$ cat src/hdl/ucer_pkg.sv
// Types and codes shared by the endpoint-zero responder modules.
package ucer_pkg;

  localparam int IN_TDATA_W  = 80;
  localparam int IN_FIELDS_W = 75;
  localparam int OUT_TDATA_W = 40;

  // Bus event codes carried on in_tuser.
  localparam logic [2:0] OP_BUS_RESET  = 3'd0;
  localparam logic [2:0] OP_RESUME     = 3'd1;
  localparam logic [2:0] OP_SUSPEND    = 3'd2;
  localparam logic [2:0] OP_DISCONNECT = 3'd3;
  localparam logic [2:0] OP_EP0_IRQ    = 3'd4;

  // Configuration register indexes.
  localparam logic [2:0] REG_DEVICE_DESC_LEN = 3'd0;
  localparam logic [2:0] REG_CONFIG_DESC_LEN = 3'd1;
  localparam logic [2:0] REG_LANGID_LEN      = 3'd2;
  localparam logic [2:0] REG_VENDOR_STR_LEN  = 3'd3;
  localparam logic [2:0] REG_PRODUCT_STR_LEN = 3'd4;
  localparam logic [2:0] REG_IFACE_STR_LEN   = 3'd5;
  localparam logic [2:0] REG_SERIAL_STR_LEN  = 3'd6;

  // Request type field (bmRequestType bits 6..5).
  localparam logic [1:0] RT_STANDARD = 2'd0;
  localparam logic [1:0] RT_CLASS    = 2'd1;

  // Request codes.
  localparam logic [7:0] REQ_CLEAR_FEATURE     = 8'h01;
  localparam logic [7:0] REQ_SET_ADDRESS       = 8'h05;
  localparam logic [7:0] REQ_GET_DESCRIPTOR    = 8'h06;
  localparam logic [7:0] REQ_SET_CONFIGURATION = 8'h09;
  localparam logic [7:0] REQ_GET_MAX_LUN       = 8'hFE;

  // Descriptor types and special string indexes.
  localparam logic [7:0] DT_DEVICE     = 8'h01;
  localparam logic [7:0] DT_CONFIG     = 8'h02;
  localparam logic [7:0] DT_STRING     = 8'h03;
  localparam logic [7:0] STR_LANGID    = 8'h00;
  localparam logic [7:0] STR_VENDOR    = 8'h01;
  localparam logic [7:0] STR_PRODUCT   = 8'h02;
  localparam logic [7:0] STR_VENDOR_B  = 8'h03;
  localparam logic [7:0] STR_INTERFACE = 8'h04;
  localparam logic [7:0] STR_VENDOR_OS = 8'hEE;

  localparam logic [6:0] SETUP_BYTES = 7'd8;

  // Reply sources.
  localparam logic [2:0] SRC_DEVICE    = 3'd0;
  localparam logic [2:0] SRC_CONFIG    = 3'd1;
  localparam logic [2:0] SRC_LANGID    = 3'd2;
  localparam logic [2:0] SRC_VENDOR    = 3'd3;
  localparam logic [2:0] SRC_PRODUCT   = 3'd4;
  localparam logic [2:0] SRC_INTERFACE = 3'd5;
  localparam logic [2:0] SRC_SERIAL    = 3'd6;
  localparam logic [2:0] SRC_ZERO      = 3'd7;

  // Speed codes.
  localparam logic [1:0] SPEED_UNKNOWN = 2'd0;
  localparam logic [1:0] SPEED_FULL    = 2'd1;
  localparam logic [1:0] SPEED_HIGH    = 2'd2;

  // Acknowledge flag bits.
  localparam logic [2:0] ACK_STALL_CLR = 3'b001;
  localparam logic [2:0] ACK_SETUP_END = 3'b010;
  localparam logic [2:0] ACK_REJECT    = 3'b100;

  // Endpoint actions.
  localparam logic [1:0] EPA_NONE      = 2'd0;
  localparam logic [1:0] EPA_CONFIGURE = 2'd1;
  localparam logic [1:0] EPA_RESET_OUT = 2'd2;
  localparam logic [1:0] EPA_RESET_IN  = 2'd3;

  localparam logic [1:0] BULK_EP = 2'd1;

  typedef struct packed {
    logic [7:0] device_desc_len;
    logic [9:0] config_desc_len;
    logic [7:0] langid_len;
    logic [7:0] vendor_str_len;
    logic [7:0] product_str_len;
    logic [7:0] interface_str_len;
    logic [7:0] serial_str_len;
  } cfg_t;

  typedef struct packed {
    logic       link_up;
    logic [1:0] negotiated_speed;
    logic       in_data_phase;
    logic       address_pending;
    logic [6:0] pending_address;
    logic [9:0] bytes_left;
    logic [2:0] reply_source;
    logic [9:0] reply_offset;
  } state_t;

  // Lowest field last, so the packed vector matches the tuser/tdata layout.
  typedef struct packed {
    logic [2:0]  opcode;
    logic [15:0] request_length;
    logic [15:0] request_index;
    logic [15:0] request_value;
    logic [7:0]  request_code;
    logic [7:0]  request_type;
    logic [6:0]  packet_count;
    logic        packet_ready;
    logic        setup_ended;
    logic        stall_was_sent;
    logic        high_speed;
  } in_item_t;

  typedef struct packed {
    logic [1:0] endpoint_select;
    logic [1:0] endpoint_action;
    logic       data_end;
    logic [6:0] chunk_length;
    logic [9:0] chunk_offset;
    logic [2:0] chunk_source;
    logic       chunk_valid;
    logic [2:0] ack_flags;
    logic [6:0] function_address;
    logic       address_apply;
    logic [1:0] speed;
    logic       connected;
  } out_item_t;

endpackage

$ cat src/hdl/ucer_core.sv
// Next-state and result logic for one bus event or endpoint-zero interrupt.
module ucer_core
  import ucer_pkg::*;
#(
  parameter int EP0_FIFO_BYTES = 64
) (
  input  cfg_t      cfg,
  input  state_t    state,
  input  in_item_t  item,
  output state_t    state_nxt,
  output out_item_t res
);

  localparam logic [9:0] FIFO_LEN = 10'(EP0_FIFO_BYTES);

  logic [9:0] desc_len;
  logic [2:0] desc_src;
  logic [9:0] clip_len;
  logic [6:0] first_len;
  logic [9:0] rem_len;
  logic [6:0] cont_len;
  logic [9:0] cont_left;
  logic [1:0] rtype;

  // Descriptor lookup and clipping to wLength and the FIFO size.
  always_comb begin
    desc_len = '0;
    desc_src = SRC_DEVICE;
    case (item.request_value[15:8])
      DT_DEVICE: begin
        desc_len = {2'b00, cfg.device_desc_len};
        desc_src = SRC_DEVICE;
      end
      DT_CONFIG: begin
        desc_len = cfg.config_desc_len;
        desc_src = SRC_CONFIG;
      end
      DT_STRING: begin
        case (item.request_value[7:0]) inside
          STR_LANGID: begin
            desc_len = {2'b00, cfg.langid_len};
            desc_src = SRC_LANGID;
          end
          STR_VENDOR, STR_VENDOR_B, STR_VENDOR_OS: begin
            desc_len = {2'b00, cfg.vendor_str_len};
            desc_src = SRC_VENDOR;
          end
          STR_PRODUCT: begin
            desc_len = {2'b00, cfg.product_str_len};
            desc_src = SRC_PRODUCT;
          end
          STR_INTERFACE: begin
            desc_len = {2'b00, cfg.interface_str_len};
            desc_src = SRC_INTERFACE;
          end
          default: begin
            desc_len = {2'b00, cfg.serial_str_len};
            desc_src = SRC_SERIAL;
          end
        endcase
      end
      default: begin
        desc_len = '0;
        desc_src = SRC_DEVICE;
      end
    endcase
    clip_len  = ({6'b0, desc_len} > item.request_length) ? item.request_length[9:0]
                                                          : desc_len;
    first_len = (clip_len > FIFO_LEN) ? FIFO_LEN[6:0] : clip_len[6:0];
    rem_len   = clip_len - {3'b000, first_len};
    cont_len  = (state.bytes_left > FIFO_LEN) ? FIFO_LEN[6:0] : state.bytes_left[6:0];
    cont_left = state.bytes_left - {3'b000, cont_len};
    rtype     = item.request_type[6:5];
  end

  always_comb begin
    state_nxt = state;
    res       = '0;
    case (item.opcode) inside
      OP_BUS_RESET: begin
        state_nxt.link_up       = 1'b1;
        state_nxt.in_data_phase = 1'b0;
        res.address_apply       = 1'b1;
      end
      OP_RESUME: begin
        state_nxt.link_up       = 1'b1;
        state_nxt.in_data_phase = 1'b0;
      end
      OP_SUSPEND, OP_DISCONNECT: begin
        state_nxt.link_up       = 1'b0;
        state_nxt.in_data_phase = 1'b0;
      end
      OP_EP0_IRQ: begin
        if (state.negotiated_speed == SPEED_UNKNOWN) begin
          state_nxt.negotiated_speed = item.high_speed ? SPEED_HIGH : SPEED_FULL;
        end
        if (state.address_pending) begin
          res.address_apply         = 1'b1;
          res.function_address      = state.pending_address;
          state_nxt.address_pending = 1'b0;
        end
        if (item.stall_was_sent) begin
          // A sent stall only gets acknowledged; the rest of CSR0 is ignored.
          res.ack_flags           = ACK_STALL_CLR;
          state_nxt.in_data_phase = 1'b0;
        end else begin
          if (item.setup_ended) begin
            res.ack_flags           = ACK_SETUP_END;
            state_nxt.in_data_phase = 1'b0;
          end
          if (!state_nxt.in_data_phase) begin
            if (item.packet_ready) begin
              if (item.packet_count == SETUP_BYTES) begin
                if (rtype == RT_STANDARD) begin
                  case (item.request_code)
                    REQ_GET_DESCRIPTOR: begin
                      if (desc_len != '0) begin
                        res.chunk_valid  = 1'b1;
                        res.chunk_source = desc_src;
                        res.chunk_length = first_len;
                        if (rem_len != '0) begin
                          state_nxt.bytes_left    = rem_len;
                          state_nxt.reply_source  = desc_src;
                          state_nxt.reply_offset  = {3'b000, first_len};
                          state_nxt.in_data_phase = 1'b1;
                        end
                      end
                    end
                    REQ_SET_ADDRESS: begin
                      state_nxt.address_pending = 1'b1;
                      state_nxt.pending_address = item.request_value[6:0];
                    end
                    REQ_SET_CONFIGURATION: begin
                      res.endpoint_action = EPA_CONFIGURE;
                      res.endpoint_select = BULK_EP;
                      res.chunk_valid     = 1'b1;
                      res.chunk_source    = SRC_ZERO;
                    end
                    REQ_CLEAR_FEATURE: begin
                      res.endpoint_action = item.request_index[7] ? EPA_RESET_IN
                                                                  : EPA_RESET_OUT;
                      res.endpoint_select = item.request_index[1:0];
                    end
                    default: begin
                      res.endpoint_action = EPA_NONE;
                    end
                  endcase
                end else if (rtype == RT_CLASS) begin
                  if (item.request_code == REQ_GET_MAX_LUN &&
                      item.request_length != '0) begin
                    res.chunk_valid  = 1'b1;
                    res.chunk_source = SRC_ZERO;
                    res.chunk_length = 7'd1;
                  end
                end
                // A reply longer than one chunk, after clipping to wLength, keeps the data stage open.
                if (!state_nxt.in_data_phase) begin
                  res.data_end = 1'b1;
                end
              end else begin
                res.ack_flags = res.ack_flags | ACK_REJECT;
              end
            end
          end else if (state.bytes_left != '0) begin
            res.chunk_valid      = 1'b1;
            res.chunk_source     = state.reply_source;
            res.chunk_offset     = state.reply_offset;
            res.chunk_length     = cont_len;
            state_nxt.bytes_left = cont_left;
            if (cont_left != '0) begin
              state_nxt.reply_offset = state.reply_offset + {3'b000, cont_len};
            end else begin
              res.data_end            = 1'b1;
              state_nxt.in_data_phase = 1'b0;
            end
          end
        end
      end
      default: begin
        state_nxt = state;
      end
    endcase
    res.connected = state_nxt.link_up;
    res.speed     = state_nxt.negotiated_speed;
  end

endmodule

$ cat src/hdl/usb_control_endpoint_responder.sv
// USB device endpoint-zero responder: the top level with its stream registers.
//
// Input beats carry one bus event each: in_tuser holds the event code (bus
// reset, resume, suspend, disconnect, endpoint-zero interrupt) and in_tdata
// the CSR0 flags and the decoded setup packet. Every input beat yields exactly
// one output beat on out_tdata: link and speed status, a deferred address to
// load, CSR0 acknowledge flags, the descriptor chunk to transmit (source,
// offset, length), data-stage completion and an endpoint action.
// Descriptor lengths are set through the cfg_ write port, by the user only while
// no beat is in flight, which the block does not enforce; a write takes effect at the next clock edge.
// A beat passes through the input register, then is decoded into the output
// register, where the control state is updated as well. One beat per cycle
// is sustained while out_tready stays high; the state update in the decode
// step is what sets that figure.
// When out_tready is low the output register holds its beat, the input
// register can still take one more beat, and in_tready then drops.
// Reset (rst_n low at a clock edge) empties both registers, clears the link,
// speed and reply state and restores the default descriptor lengths.
module usb_control_endpoint_responder
  import ucer_pkg::*;
#(
  parameter int EP0_FIFO_BYTES = 64
) (
  input  logic                   clk,
  input  logic                   rst_n,
  input  logic                   cfg_we,
  input  logic [2:0]             cfg_index,
  input  logic [9:0]             cfg_wdata,
  input  logic                   in_tvalid,
  output logic                   in_tready,
  // high_speed, stall_was_sent, setup_ended, packet_ready, packet_count,
  // request_type, request_code, request_value, request_index, request_length
  input  logic [IN_TDATA_W-1:0]  in_tdata,
  // opcode
  input  logic [2:0]             in_tuser,
  output logic                   out_tvalid,
  input  logic                   out_tready,
  // connected, speed, address_apply, function_address, ack_flags, chunk_valid,
  // chunk_source, chunk_offset, chunk_length, data_end, endpoint_action,
  // endpoint_select
  output logic [OUT_TDATA_W-1:0] out_tdata
);

  cfg_t      cfg_r;
  state_t    state_r;
  state_t    state_nxt;
  in_item_t  in_item_r;
  logic      in_valid_r;
  out_item_t out_item_r;
  out_item_t res;
  logic      out_valid_r;
  logic      advance;

  assign advance   = in_valid_r && (!out_valid_r || out_tready);
  assign in_tready = !in_valid_r || advance;

  always_ff @(posedge clk) begin
    if (!rst_n) begin
      cfg_r.device_desc_len   <= 8'd18;
      cfg_r.config_desc_len   <= 10'd32;
      cfg_r.langid_len        <= 8'd4;
      cfg_r.vendor_str_len    <= '0;
      cfg_r.product_str_len   <= '0;
      cfg_r.interface_str_len <= '0;
      cfg_r.serial_str_len    <= '0;
    end else if (cfg_we) begin
      unique case (cfg_index)
        REG_DEVICE_DESC_LEN: cfg_r.device_desc_len   <= cfg_wdata[7:0];
        REG_CONFIG_DESC_LEN: cfg_r.config_desc_len   <= cfg_wdata;
        REG_LANGID_LEN:      cfg_r.langid_len        <= cfg_wdata[7:0];
        REG_VENDOR_STR_LEN:  cfg_r.vendor_str_len    <= cfg_wdata[7:0];
        REG_PRODUCT_STR_LEN: cfg_r.product_str_len   <= cfg_wdata[7:0];
        REG_IFACE_STR_LEN:   cfg_r.interface_str_len <= cfg_wdata[7:0];
        REG_SERIAL_STR_LEN:  cfg_r.serial_str_len    <= cfg_wdata[7:0];
        default:             cfg_r <= cfg_r;
      endcase
    end
  end

  always_ff @(posedge clk) begin
    if (!rst_n) begin
      in_valid_r <= 1'b0;
    end else if (in_tready) begin
      in_valid_r <= in_tvalid;
    end
  end

  always_ff @(posedge clk) begin
    if (in_tready) begin
      in_item_r <= {in_tuser, in_tdata[IN_FIELDS_W-1:0]};
    end
  end

  ucer_core #(
    .EP0_FIFO_BYTES(EP0_FIFO_BYTES)
  ) u_core (
    .cfg       (cfg_r),
    .state     (state_r),
    .item      (in_item_r),
    .state_nxt (state_nxt),
    .res       (res)
  );

  always_ff @(posedge clk) begin
    if (!rst_n) begin
      state_r     <= '0;
      out_valid_r <= 1'b0;
    end else if (advance) begin
      state_r     <= state_nxt;
      out_valid_r <= 1'b1;
    end else if (out_tready) begin
      out_valid_r <= 1'b0;
    end
  end

  always_ff @(posedge clk) begin
    if (advance) begin
      out_item_r <= res;
    end
  end

  assign out_tvalid = out_valid_r;
  assign out_tdata  = out_item_r;

  // A reply phase is open only while bytes remain to be sent.
  a_phase_has_bytes: assert property (@(posedge clk) disable iff (!rst_n)
    state_r.in_data_phase |-> state_r.bytes_left != '0)
    else $error("data phase open with no bytes left");

  a_chunk_fits_fifo: assert property (@(posedge clk) disable iff (!rst_n)
    out_valid_r |-> {3'b000, out_item_r.chunk_length} <= 10'(EP0_FIFO_BYTES))
    else $error("chunk longer than the endpoint FIFO");

  a_no_chunk_zero: assert property (@(posedge clk) disable iff (!rst_n)
    (out_valid_r && !out_item_r.chunk_valid) |->
      (out_item_r.chunk_length == '0 && out_item_r.chunk_offset == '0 &&
       out_item_r.chunk_source == '0))
    else $error("chunk fields set without a chunk");

  a_stage_drains: assert property (@(posedge clk) disable iff (!rst_n)
    !out_valid_r |-> in_tready)
    else $error("input stalled while the output register is empty");

endmodule
$ cat config.mk
export PLATFORM = sky130hd
export DESIGN_NAME = usb_control_endpoint_responder
export DESIGN_NICKNAME = d
export VERILOG_FILES = /design/src/hdl/ucer_pkg.sv /design/src/hdl/ucer_core.sv /design/src/hdl/usb_control_endpoint_responder.sv
export SDC_FILE = /design/constraint.sdc
export NUM_CORES = 1
export LEC_CHECK = 0
export ABC_AREA = 1
export BUFFER_PORTS_ARGS = -buffer_cell sky130_fd_sc_hd__buf_2
export CORE_MARGIN = 4
export CORE_UTILIZATION = 59
export CTS_BUF_LIST = sky130_fd_sc_hd__clkbuf_2
export CTS_CLUSTER_DIAMETER = 200
export CTS_CLUSTER_SIZE = 10
export DETAILED_ROUTE_END_ITERATION = 12
export HOLD_SLACK_MARGIN = 0.08
export PLACE_DENSITY = 0.8
export SLEW_MARGIN = 20
export SYNTH_ARGS = -nofsm -noshare
export SYNTH_HDL_FRONTEND = slang
export SYNTH_SLANG_ARGS = --single-unit
$ cat constraint.sdc
create_clock -name clk -period 5.9 [get_ports clk]
set_input_delay 0.885 -clock clk [delete_from_list [all_inputs] [get_ports clk]]
set_output_delay 0.885 -clock clk [all_outputs]
set_load 0.01 [all_outputs]
==> impl_results.md, run 1 <==
- Status: complete, no violations
- Post-DR vias/cell: roughly 5.3
- GPL Wtd Cong: 0.9641
- Area of the core: about 0.016 mm²
- Row count: 46
- Final setup viols: 0
- TritonCTS clock tree: done
- Synth top area cells: edfxtp_1, dfxtp_1, nor2_1
- Post-CTS setup repair buffer count: 0
- Setup TNS: 0 ns
- Crit. End Element: flip-flop
- Met3 wire len: between 1000 and 1500 µm
- DR DRC count: 0
- Starting DRT DRC Count: approximately 620
- Internal power: between 1.5 and 2 mW
- Psw: 0.5664 mW
- Slowest CP cell: edfxtp_1
- Synth Cell Area: between 0.009 and 0.01 mm²
- I/O pin total: between 100 and 150
- Total CTS buffers: 17
- Crit-path leading delay family: simple AND/OR/NAND/NOR gates
- Type of the tightest min-delay check: in -> reg
- Top sig layer: met4
- Area grow syn2layout: 10.45%
- Nets: roughly 1400
- Power Dens Cells: between 200 and 250 mW/mm²
- Slew HR: between 30% and 40%
- Cell seen most often among critical-path stages: nand2_1
- Maximum capacitance violations: 0
- IO buf count: 118
- Post-synth EDFFs: 99
- Leakage: 4.705 nW
- Cells after DPL: 1475
- Hold Buf Count CTS: 0
- Setup crit start kind: flip-flop
- Die area: roughly 0.019 mm²
- CTS-repair resized insts: 0
- Synth warn: 0
- First drt pass iteration count: 5
- Longest Clk Path Bufs: 2
- Gate power share: 6.7%
- Post-route ant nets: 0
- H-tree Lvls: 4
- Bufs and invs on worst path: 4
- CP max FO: 28
- Pins Over Slew Limit: 0
- Yosys top cell by area: edfxtp_1
- Gr ovfl total: 0
- Largest net degree at the start of global routing: about 70
- Yosys cell types: 60
- Final period util: 86.56%
- Clk pwr share: 29.2%
- First-pass GRT wire length: around 36000 µm
- Non-Filler Instances: ~1500
- Metal-1 WL: ~9300 µm
- Post-synthesis sequential area ratio: between 50 and 60%
- Post-Synthesis Cells: between 1000 and 1500
- Ys async rst share: 0%
- Max Fclk: 195.8 MHz
- Clock skew: between 0.03 and 0.04 ns
- Clk sinks: approximately 190
- Slowest stage delay, CP: 0.47 ns
- #FFs+latches synth: roughly 190
- Initial antenna violation count: 1
- Fin crit period: approximately 5.1 ns
- Post-Syn Area per Cell: between 8 and 9 µm²
- RSZ-0062 raised after global routing: no
- Die X: about 140 µm
- Die Y: ~140 µm
- Worst-margin pin slew: 0.9537 ns
- DR vias: approximately 8000
- Post-Route WL: about 22000 µm
- Layout cell share with drive strength beyond 1: 18.44%
- Clock-pin slew on the worst setup and hold paths: 0.25 ns
- Switching Fraction: 24.34%
- CTS Root Cell: clkbuf_2
- Vias in the first global route: between 7000 and 8000
- Reg area: around 0.0049 mm²
- CP required: ~6.6 ns
- Crit Path Category: reg -> reg
- Metal2 WL: around 11000 µm
- Routed len/inst: 14.44 µm
- GRT Util Overall: between 20 and 25%
- Post-place setup slack: approximately 0.42 ns
- Area of the multi-input gates: 0.004056 mm²
- Peak supply drop: 0.1395 mV
- Final-layout fill cell count: between 1000 and 1500
- Initial cell density of the core: between 60 and 70%
- Final hold viol count: 0
- Top-area cell type share of the netlist area: 30.71%
- Main synth FF type: edfxtp_1
- Clock latency on the worst-skew pair: 0.78 ns
- Critical Path AT: roughly 5.8 ns
- Seq pwr share: between 60% and 70%
- Hpwl dp: 16170 µm
- Final setup margin: approximately 0.8 ns
[per-layer routing]
layer,track usage (%),vias to the layer above
li1,-,4051
met1,30.57,3687
met2,40.84,233
met3,4.663,48
met4,9.295,0
met5,0,-
[registers in the layout, indices dropped and copies added (netlist names)]
name and flops:
state_r 35, in_valid_r 1, out_tdata 40, out_tvalid 1, in_item_r 59, cfg_r 58
[through the flow]
step	total power [mW]	hold WS (ns)	area [µm²]	util, %
after detailed placement	1.675	0.4366	10430	65.19
final	2.327	0.2649	10690	66.81
after global routing	2.420	0.1804	10690	66.81
after floorplan	1.604	0.4237	9683	-
after global placement	1.669	0.4323	10430	65.19
after CTS	2.339	0.2041	10680	66.75
[synth_stat cells, types with 5 or more instances]
| cell | n |
|---|---|
| inv_2 | 8 |
| nand4_1 | 9 |
| or2_1 | 5 |
| o22ai_1 | 5 |
| clkbuf_1 | 14 |
| nand3b_1 | 8 |
| o21ai_0 | 81 |
| nor3_1 | 11 |
| dfxtp_1 | 95 |
| xor2_1 | 6 |
| nor2_1 | 208 |
| nand3_1 | 50 |
| a211oi_1 | 7 |
| inv_1 | 147 |
| nor4_1 | 10 |
| edfxtp_1 | 99 |
| nand2_1 | 190 |
| clkinv_1 | 6 |
| nand3_2 | 19 |
| nor2_2 | 5 |
| nand2_4 | 8 |
| ha_1 | 19 |
| a21oi_1 | 63 |
| nand2_2 | 16 |
| a21oi_2 | 11 |
[cell families (layout without fill, tap and decap cells)]
group	Yosys count	in the layout	share of synthesized area, %
AO/OA/AOI/OAI	195	195	11.54
XOR/XNOR	7	7	0.6334
adder cells (fa/ha/maj)	20	20	2.663
buffers and inverters	188	317	7.976
flip-flops	194	194	50.36
other	1	3	0.03874
AND/OR/NAND/NOR	556	556	26.78
[power groups by stage]
stage                     Combinational, mW  Sequential, mW  Clock [mW]
after global placement                0.152            1.52           0
final                                 0.157            1.49       0.680
after CTS                             0.157            1.49       0.692
after global routing                  0.176            1.50       0.748
after floorplan                      0.0840            1.52           0
after detailed placement              0.156            1.52           0
[cell usage in the layout (no fill, tap or decap), types with 19 or more instances in the layout]
master	count
nand2_1	189
dfxtp_1	95
nand3_1	49
ha_1	19
o21ai_0	81
inv_1	145
edfxtp_1	99
nand3_2	19
nor2_1	208
a21oi_1	63
buf_2	118
[worst paths after layout]
check | startpoint | endpoint | slack (ns) | cells after the start
worst min-delay path | in_tuser[2] | in_item_r[77] | 0.26 | 1
worst max-delay path | in_item_r[31] | state_r[18] | 0.79 | 35
worst max register to register | in_item_r[31] | state_r[18] | 0.79 | 35
worst min register to register | cfg_r[30] | cfg_r[30] | 0.46 | 2
[area by class of cell]
cell class | count | area share [%]
sequential | 194 | 45.60
multi-input combinational | 780 | 37.94
timing repair buffer | 123 | 5.875
inverter | 162 | 5.700
tap | 216 | 2.528
clock inverter | 14 | 1.486
clock buffer | 18 | 0.8427
antenna | 1 | 0.02341
Power figures use the tool's default switching activity.
==> run 2: changes to the inputs <==
--- a/config.mk
+++ b/config.mk
@@ -5,7 +5,6 @@
 export SDC_FILE = /design/constraint.sdc
 export NUM_CORES = 1
 export LEC_CHECK = 0
-export ABC_AREA = 1
 export BUFFER_PORTS_ARGS = -buffer_cell sky130_fd_sc_hd__buf_2
 export CORE_MARGIN = 4
 export CORE_UTILIZATION = 59
==> run 2 against run 1 <==
- the flow now finishes with violations (setup timing)
- worst setup slack got worse by 0.82 ns
- power decreased by 0.76%
- sequential share of layout area shrank 2.8 points
- non-clock buffer count increased by 85
==> impl_results.md, run 2 <==
- GPL Wtd Cong: around 0.95
- Initial cell density of the core: roughly three fifths
- Die Y: ~130 µm
- Final hold viol count: 0
- Status: finished with violations
- Synth Cell Area: ~0.0094 mm²
- Slowest CP cell: or4_4
- H-tree Lvls: 4
- Initial antenna violation count: 1
- Maximum capacitance violations: 0
- Worst hold endpoint: in_item_r[35]
- Gr ovfl total: 0
- Hold_sp: in_tdata[35]
- Clock latency on the worst-skew pair: approximately 0.80 ns
- Placed cell area: between 0.01 and 0.015 mm²
- DR DRC count: 0
- Crit Reg-Reg Startpoint: in_item_r[34]
- Worst R2R Path Depth: 25
- Layout cell share with drive strength beyond 1: a little over a quarter
- First-pass GRT wire length: ~39000 µm
- Die X: roughly 130 µm
- Switching Fraction: between 20% and 30%
- Post-route ant nets: 0
- Clk pwr share: around a quarter
- Final period util: 100.4%
- First drt pass iteration count: 5
- Peak supply drop: 0.1305 mV
- Clk sinks: 194
- Most frequent cells in the layout: nand2_1, buf_2, edfxtp_1
- Fin crit period: just under 6 ns
- Slew HR: around a quarter
- Row count: 45
- Final setup margin: -0.02474 ns
- IO buf count: around 120
- Post-Synthesis Cells: roughly 980
- Seq pwr share: between 60% and 70%
- CP required: about 6.6 ns
- #FFs+latches synth: 194
- Count leader, synth: nand2_1
- Main synth FF type: edfxtp_1
- RSZ-0062 raised after global routing: yes
- Total power draw: 2.310 mW
- FF-to-FF End: state_r[13]
- Synth warn: 0
- Longest Clk Path Bufs: 2
- Area grow syn2layout: 20.83%
- Psw: about 0.6 mW
- R2R Setup Slk: -0.02 ns
- Post-place setup slack: -0.05342 ns
- Biggest register: in_item_r
- Post-synthesis sequential area ratio: between 50% and 60%
- GRT Util Overall: a little over a quarter
- Slowest stage delay, CP: approximately 0.57 ns
- Max Fclk: 168.8 MHz
- Finished Cell Area: 0.01139 mm²
- Worst-margin pin slew: between 1 and 1.5 ns
- Critical Path AT: 6.67 ns
- Max FFs per register: 59
- Yosys top cell by area: edfxtp_1
- Yosys cell types: 80
- Routed len/inst: approximately 18 µm
- Area of the core: between 0.015 and 0.02 mm²
- Pins Over Slew Limit: 0
- Setup crit start kind: flip-flop
- Top-area cell type share of the netlist area: between 30% and 40%
- Vias in the first global route: between 7000 and 8000
- Leakage: roughly 4.3 nW
- Crit. End Element: flip-flop
- Hpwl dp: about 18000 µm
- Internal power: around 1.7 mW
- DR vias: between 8000 and 9000
- TritonCTS clock tree: done
- I/O pin total: 143
- Clock-pin slew on the worst setup and hold paths: around 0.25 ns
- Cell seen most often among critical-path stages: buf_4
- Gate power share: a little under a tenth
- Power Dens Cells: 202.7 mW/mm²
- Crit Path Category: reg -> reg
- Post-synth top cells: nand2_1, edfxtp_1, dfxtp_1
- CTS Root Cell: clkbuf_2
- Final hold slack: around 0.25 ns
- Synth top area cells: edfxtp_1, dfxtp_1, nand2_1
- Clock skew: between 0.04 and 0.05 ns
- Hold Buf Count CTS: 0
- Post-Route WL: ~25000 µm
- Die area: ~0.018 mm²
- Hold path cells: 1
- Total CTS buffers: 17
- Ys async rst share: 0%
- Type of the tightest min-delay check: in -> reg
- CP max FO: 4
- Post-synth EDFFs: 99
- Largest net degree at the start of global routing: 69
- Leading cell type in the layout, fill and taps excluded: nand2_1
- Post-Syn Area per Cell: a little under 10 µm²
- Nets: between 1000 and 1500
- Starting DRT DRC Count: about 730
- Post-DR vias/cell: ~6.0
- Final setup viols: 2
- Failing checks: setup timing
[run 2: cell count changes after synthesis, sizes merged, moves of 20 or more]
cell,before,now
nor2,215,69
nand3,70,28
nor3,13,36
a21oi,74,94
o21ai,88,29
nand2,215,158
inv,155,33
[run 2: area by class of cell]
cell class	instances	area (µm²)
clock buffers	23	115.1
fillers	1188	4034
diodes	1	2.502
well taps	211	264.0
flip-flops and latches	194	4875
multi-input cells	718	4617
repair buffers	208	1315
inverters	33	123.9
clock inverters	9	81.33
[run 2: worst max-delay path: cells and delay by family, from the launching register on]
family / cells / cell delay, ns
adder cells (fa/ha/maj): 2 / 0.55
AO/OA/AOI/OAI: 9 / 1.86
AND/OR/NAND/NOR: 11 / 2.58
buffers and inverters: 3 / 0.43
flip-flops: 1 / 0.44
[run 2: layer usage]
metal  part of all wire [%]  up-vias  GRT usage [%]  wire, µm
met5                      0        -              0         0
met4                    3.4        0          9.559       844
met3                    6.4       73          5.101      1598
met2                     48      326          43.94     12060
met1                     42     3971          37.46     10580
li1                       -     4022              -         -
[run 2: kinds of logic after synthesis]
group	after synthesis	synth area share (%)
adder cells (fa/ha/maj)	20	2.734
XOR/XNOR	8	0.7430
other	1	0.03977
AND/OR/NAND/NOR	414	21.71
AO/OA/AOI/OAI	258	18.46
flip-flops	194	51.70
multiplexers	16	1.725
buffers and inverters	70	2.893
[run 2: per-stage QoR]
step | setup TNS, ns | util [%] | std cells
3_5_place_dp | -0.2450 | 69.46 | 1345
2_1_floorplan | 0 | - | 982
6_report | -0.02873 | 73.85 | 1397
3_3_place_gp | 0 | 69.46 | 1345
4_1_cts | 0 | 70.98 | 1378
5_1_grt | -1.658 | 73.85 | 1397
[run 2: repair_timing]
action	4_1_cts	5_1_grt
pin swaps	1	36
buffers inserted	1	18
resized for setup	9	56
endpoints found under the setup margin	12	25
[run 2: power groups by stage]
stage | Sequential [mW] | Combinational, mW | Clock [mW]
CTS | 1.49 | 0.199 | 0.608
finish | 1.49 | 0.216 | 0.601
global placement | 1.52 | 0.191 | 0
global route | 1.50 | 0.234 | 0.673
floorplan | 1.52 | 0.0935 | 0
detailed placement | 1.52 | 0.195 | 0
[run 2: worst max path at each step]
| stage | slack (ns) | cells after the start | startpoint | to |
|---|---|---|---|---|
| 6_report | -0.02 | 25 | in_item_r[34] | state_r[13] |
| 5_1_grt | -0.19 | 25 | in_item_r[32] | state_r[13] |
| 4_1_cts | 0.005 | 24 | in_item_r[32] | state_r[18] |
| 3_5_place_dp | -0.05 | 25 | in_item_r[32] | state_r[18] |
| 3_3_place_gp | 0.07 | 24 | in_item_r[32] | state_r[16] |
| 2_1_floorplan | 0.01 | 29 | in_item_r[27] | state_r[21] |
